<file path="src/rtl/core/c3lb_pkg.sv">
// ----------------------------------------------------------------------------
// c3lb_pkg
// Shared constants and types for the 3x3 line-buffered convolution stream.
// ----------------------------------------------------------------------------
package c3lb_pkg;

    localparam int LINE_WIDTH   = 256;
    localparam int DATA_BITS    = 16;
    localparam int FRAC_BITS    = 8;
    localparam int KSIZE        = 3;
    localparam int COEF_BITS    = 16;

    localparam int FRAME_ROWS_W = 16;
    localparam int FRAME_COLS_W = 9;
    localparam int CFG_IDX_W    = 3;
    localparam int CFG_DATA_W   = KSIZE * COEF_BITS;

    localparam logic [FRAME_ROWS_W-1:0] FRAME_ROWS_RST = FRAME_ROWS_W'(128);
    localparam logic [FRAME_COLS_W-1:0] FRAME_COLS_RST = FRAME_COLS_W'(128);

    typedef enum logic [CFG_IDX_W-1:0] {
        CFG_FRAME_ROWS = 3'd0,
        CFG_FRAME_COLS = 3'd1,
        CFG_KERNEL_TOP = 3'd2,
        CFG_KERNEL_MID = 3'd3,
        CFG_KERNEL_BOT = 3'd4
    } t_cfg_idx;

    typedef logic [KSIZE-1:0][COEF_BITS-1:0] t_coef_vec;

    typedef struct packed {
        logic shift;
        logic load;
    } t_cell_ctrl;

endpackage

</file>
<file path="src/rtl/core/c3lb_cell.sv">
// ----------------------------------------------------------------------------
// c3lb_cell
// One window column: three taps, three products and their column sum.
// ----------------------------------------------------------------------------
module c3lb_cell #(
    parameter int DATA_BITS = c3lb_pkg::DATA_BITS,
    parameter int FRAC_BITS = c3lb_pkg::FRAC_BITS
) (
    input  logic                                         i_clk,
    input  logic                                         i_rst_n,
    input  c3lb_pkg::t_cell_ctrl                         i_ctrl,
    input  logic [c3lb_pkg::KSIZE-1:0][DATA_BITS-1:0]    i_col,
    input  c3lb_pkg::t_coef_vec                          i_coef,
    output logic [c3lb_pkg::KSIZE-1:0][DATA_BITS-1:0]    o_col,
    output logic [DATA_BITS-1:0]                         o_psum
);

    localparam int PROD_W = DATA_BITS + c3lb_pkg::COEF_BITS;

    logic [c3lb_pkg::KSIZE-1:0][DATA_BITS-1:0] r_taps;
    logic [DATA_BITS-1:0]                      r_psum;
    logic [DATA_BITS-1:0]                      n_psum;
    logic signed [PROD_W-1:0]                  prod [c3lb_pkg::KSIZE];
    logic signed [PROD_W-1:0]                  prod_sh [c3lb_pkg::KSIZE];

    always_ff @(posedge i_clk) begin
        if (!i_rst_n) begin
            r_taps <= '0;
        end else if (i_ctrl.shift) begin
            r_taps <= i_col;
        end
    end

    // Each product is floored to the pixel format by an arithmetic shift.
    always_comb begin
        n_psum = '0;
        for (int r = 0; r < c3lb_pkg::KSIZE; r++) begin
            prod[r]    = $signed(r_taps[r]) * $signed(i_coef[r]);
            prod_sh[r] = prod[r] >>> FRAC_BITS;
            n_psum     = n_psum + prod_sh[r][DATA_BITS-1:0];
        end
    end

    always_ff @(posedge i_clk) begin
        if (i_ctrl.load) begin
            r_psum <= n_psum;
        end
    end

    assign o_col  = r_taps;
    assign o_psum = r_psum;

endmodule

</file>
<file path="config.mk">
export PLATFORM = sky130hd
export DESIGN_NAME = c3lb_cell
export DESIGN_NICKNAME = d
export VERILOG_FILES = /design/src/rtl/core/c3lb_pkg.sv /design/src/rtl/core/c3lb_cell.sv
export SDC_FILE = /design/constraint.sdc
export NUM_CORES = 2
export LEC_CHECK = 0
export BUFFER_PORTS_ARGS = -buffer_cell sky130_fd_sc_hd__buf_2
export CAP_MARGIN = 5
export CORE_ASPECT_RATIO = 0.5
export CORE_UTILIZATION = 30
export CTS_CLUSTER_DIAMETER = 40
export CTS_CLUSTER_SIZE = 40
export DETAILED_ROUTE_END_ITERATION = 8
export PLACE_DENSITY = 0.44
export SETUP_SLACK_MARGIN = 0.5
export SLEW_MARGIN = 20
export SYNTH_ARGS = -nofsm -noshare
export SYNTH_HDL_FRONTEND = slang
export SYNTH_SLANG_ARGS = --single-unit
</file>
<file path="constraint.sdc">
create_clock -name i_clk -period 11.4 [get_ports i_clk]
set_input_delay 1.71 -clock i_clk [delete_from_list [all_inputs] [get_ports i_clk]]
set_output_delay 1.71 -clock i_clk [all_outputs]
set_load 0.01 [all_outputs]
</file>
======== Word-level counts from Yosys, hierarchy flattened ========
Cells that the tools add are included.
storage, ports and cells
  bits in registers ....................... 64
  latch bits .............................. 0
  memory bits (writable) .................. 0
  bits in read-only memories .............. 0
  input port bits ......................... 100
  output and inout port bits .............. 64
  word-level logic and storage cells ...... 9
  memories kept ........................... 0
operators by class
  add/subtract/negate cells ............... 2
  multiply operators ...................... 3
  divide/modulo/power cells ............... 0
  $lt $le $gt $ge ......................... 0
  equal/unequal tests ..................... 0
  shift operators ......................... 0
  multiplexer cells ....................... 0
  bitwise operators ....................... 0
  reductions and logical operators ........ 0
operators by type and width
  operator                      count
  multiplier 16 x 16 -> 24 bit  3
  adder 16 bit                  2

======== Depth between registers and ports, before layout ========
  depth after elaboration ................. 3
  depth in mapped cells ................... 36
  gate-level depth less buffers ........... 35

======== Worst setup path before layout ========
No wires, ideal clock.
  kind .................................... input port to flip-flop
  start ................................... input port i_coef[1] (netlist bit)
  end ..................................... register r_psum[15] (netlist: o_psum[15]), data pin
  library setup time ...................... 260 ps
  arrival ................................. 9,051 ps
  required time ........................... 11,140 ps
  slack ................................... 2,090 ps
  stages on the path ...................... 33
  path buffers ............................ 1
  cells stage by stage .................... clkbuf_1 -> nand2_1 -> fa_1 -> fa_1 -> fa_1 -> fa_1 -> inv_1 -> fa_1 -> inv_1 -> fa_1 -> inv_1 -> ha_1 -> a21o_1 -> a21o_1 -> a21o_1 -> a21o_1 -> a41o_1 -> a21oi_4 -> o211ai_2 -> a31oi_2 -> o21ba_1 -> xor2_1 -> fa_1 -> xnor2_1 -> xnor2_1 -> xnor2_1 -> xnor2_1 -> xnor2_1 -> xnor2_1 -> xnor2_1 -> xnor2_1 -> xnor2_1 -> xnor2_1
between the ends
  cells in the longest elaborated chain, start to end .. 3
ends and longest elaborated chain
  item                          RTL line         RTL
  start, declared               c3lb_cell.sv:13  input c3lb_pkg::t_coef_vec i_coef,
  multiplier 16 x 16 -> 24 bit  c3lb_cell.sv:38  prod[r] = $signed(r_taps[r]) * $signed(i_coef[r]);
  adder 16 bit (2 in series)    c3lb_cell.sv:40  n_psum = n_psum + prod_sh[r][DATA_BITS-1:0];
  named net n_psum[15]          c3lb_cell.sv:22  logic [DATA_BITS-1:0] n_psum;
  end signal, assigned          c3lb_cell.sv:46  r_psum <= n_psum;
  end, declared                 c3lb_cell.sv:21  logic [DATA_BITS-1:0] r_psum;
The timed path passes the listed nets, and every way through them passes these cells.
A chain may end at the register's enable or synchronous reset.

======== Worst setup path in the final report ========
Same ends and word-level chain as after synthesis.

==> flow_metrics.py <==
metrics = {
    "logic_synthesis": {
        "synth_fp_nets": 3677,
        "netlist_top_cells_count": "inv_1 (710), fa_1 (574), nand2_1 (386)",
        "synth_seq_area_share_pct": 5.72,
        "synth_cell_types": 60,
        "synth.largest_area_cell": "fa_1",
        "synth.area.top_cells": "fa_1 (46%), ha_1 (11%), inv_1 (11%)",
        "yosys_warnings": 0,
        "synth_cells": 2779,
        "yosys_most_used_dff": "dfxtp_1",
        "netlist_area_um2": 25200,
        "yosysTopAreaCellShare_pct": 45.6,
        "synthArstFlopShare_pct": 0,
        "ys_ff_latch": 64,
        "synth-edff-count": 16,
        "synthMostInstantiatedCell": "inv_1",
        "syn_area_per_cell_um2": 9.08,
    },
    "min_path": {
        "hold_class": "reg -> reg",
    },
    "floorplanning": {
        "fp.dieH_um": 207,
        "coreArea_um2": 82400,
        "dieArea_um2": 85300,
        "start_util_pct": 30.6,
        "num_rows": 74,
        "die_x_um": 412,
        "pin_count": 164,
    },
    "final_layout": {
        "n_fill_cell": 8762,
        "utilization_pct": 33.4,
        "drive_gt1_share_pct": 7.73,
        "nets": 3764,
        "syn_to_final_growth_pct": 9.06,
    },
    "critical_path": {
        "cpMaxStageDelayCell": "fa_1",
        "cp-start-kind": "input pin",
        "path_class": "in -> reg",
        "cp_common_cell": "xnor2_1",
        "worstPathRequired_ps": 11510,
        "critPathMaxStageDelay_ps": 580,
        "cp_max_fo": 16,
        "cp-end-kind": "flop",
        "crit_arrival_ps": 9380,
    },
    "drt": {
        "num_vias": 17900,
        "viasPerCell": 4.49,
        "ant_nets": 0,
        "drc": 0,
        "drtPass1Iterations": 5,
        "wl_per_cell_um": 18.7,
        "wirelength_um": 74300,
        "first_iter_violations": 895,
    },
    "timing": {
        "tns_ps": 0,
        "finalCritPeriodShare_pct": 81.3,
        "tightest_slew_ps": 1090,
        "maxSlewHeadroom_pct": 27.2,
        "clock_skew_ps": 9.31,
        "hold_viol": 0,
        "finalSetupViolations": 0,
        "rsz0062_at_grt": "false",
        "slew_viol_final": 0,
        "max_clock_freq_mhz": 108,
        "period_minus_slack_ps": 9270,
    },
    "global_route": {
        "antenna_found_initial": 5,
        "grt_use_total_pct": 18.1,
        "overflow": 0,
        "grt_max_degree": 49,
        "grt_pass1_vias": 19600,
        "grt_pass1_wl_um": 118000,
    },
    "power_and_ir_drop": {
        "p_per_area_nw_per_um2": 336,
        "internal_power_mw": 4.43,
        "power_frac_clock_pct": 3.5,
        "p_comb_share_pct": 88.6,
        "p_leak_nw": 13.5,
        "p_sw_share_pct": 52.0,
        "vdd_ir_drop_max_mv": 0.712,
        "seq_power_share_pct": 7.9,
        "p_switching_mw": 4.80,
    },
    "clock_tree": {
        "cts_max_path_buffers": 2,
        "cts_resized": 0,
        "ctsHoldBuffers": 0,
        "cts_max_level": 3,
        "cts_setup_buffers": 0,
        "clock_latency_ps": 360,
        "cts_made_buffers": 9,
        "cts_tree": "done",
        "clock_tree.root_cell": "clkbuf_16",
        "cts.reportedPaths.clkPinSlew_ps": 60,
        "clock-sinks": 64,
    },
    "placed_design": {
        "hpwl_um": 60000,
        "io_buffers": 163,
        "gp_congestion": 0.837,
    },
    "job": {
        "max-cap-violations": 0,
    },
    "run_status": {
        "status": "complete, no violations",
    },
}
## registers in the layout, indices dropped and copies added (netlist names)
signal and count:
o_col 48, o_psum 16
## layout by cell type (no fill, tap or decap), types with 2 or more instances in the layout
cell	count
inv_1	710
fa_1	574
nand2_1	386
and2_1	281
ha_1	224
buf_2	162
xnor2_1	89
nor2b_1	58
mux2i_1	48
dfxtp_1	48
nor2_1	36
xor2_1	35
a21oi_1	24
buf_4	23
nand2b_1	18
edfxtp_1	16
nor3_1	15
o21ai_0	12
a21o_1	12
nand3_1	10
clkbuf_16	10
o21a_1	8
a211oi_1	6
or2_2	6
or2b_1	6
diode_2	4
nand4_1	4
o21bai_1	4
a31oi_2	3
and3_1	3
o21ai_1	2
a21oi_2	2
a31o_2	2
a31oi_1	2
nor2b_2	2
bufinv_16	2
## stage by stage
step	worst slack [ps]	instances	hold slack, ps	instance area, um2	total power, mW
after CTS	2070	3973	527	27500	9.42
after global placement	1730	3957	500	27200	9.01
after floorplan	2090	2779	560	25200	6.99
after global routing	1560	3977	569	27500	10.3
final	2130	3977	524	27500	9.23
after detailed placement	1660	3957	511	27200	9.03
## layout make-up
type	instances	area, um2	share of cell area [%]
diodes	4	10.0	0.0364
inverters	710	2670	9.69
repair buffers	185	983	3.58
clock inverters	6	86.3	0.314
well taps	1102	1380	5.01
multi-input cells	1896	20700	75.2
clock buffers	10	250	0.910
flip-flops and latches	64	1440	5.24
## power by group through the flow
| stage | combinational (mW) | clock (mW) | sequential [mW] |
|---|---|---|---|
| global route | 9.26 | 0.340 | 0.728 |
| finish | 8.18 | 0.325 | 0.727 |
| floorplan | 6.27 | 0 | 0.718 |
| CTS | 8.36 | 0.335 | 0.729 |
| detailed placement | 8.29 | 0 | 0.733 |
| global placement | 8.28 | 0 | 0.733 |
## logic make-up after synthesis
kind of cell,after synthesis,synth area share [%]
and+or+nand+nor,830,16.4
buffers and inverters,819,12.2
adders and majority gates,798,56.7
xor gates and xnor gates,124,4.31
AOI/OAI and AO/OA,96,2.79
DFF,64,5.72
muxes,48,1.91
## critical path, delay by kind of cell
kind	cells	cell delay, ps
buf+inv	4	420
simple gates	1	130
xor+xnor	11	1590
compound gates	9	1720
fa+ha+maj	8	3830
## layer usage
layer | vias to the layer above | wire [um] | share of wire [%] | GRT usage, %
li1 | 8202 | - | - | -
met1 | 9309 | 36200 | 49 | 26.4
met2 | 306 | 35100 | 47 | 30.0
met3 | 53 | 2020 | 2.7 | 0.942
met4 | 0 | 992 | 1.3 | 3.14
met5 | - | 0 | 0 | 0
## path summary, 6_finish.rpt
kind | from | endpoint | slack [ps] | depth (start not counted)
min | o_col[20]$_SDFFE_PN0P_ | o_col[20]$_SDFFE_PN0P_ | 520 | 2
max reg2reg | o_col[8]$_SDFFE_PN0P_ | o_psum[15]$_DFFE_PP_ | 2780 | 32
min reg2reg | o_col[20]$_SDFFE_PN0P_ | o_col[20]$_SDFFE_PN0P_ | 520 | 2
max | i_coef[1] | o_psum[15]$_DFFE_PP_ | 2130 | 33
(Power assumes the default switching activity.)
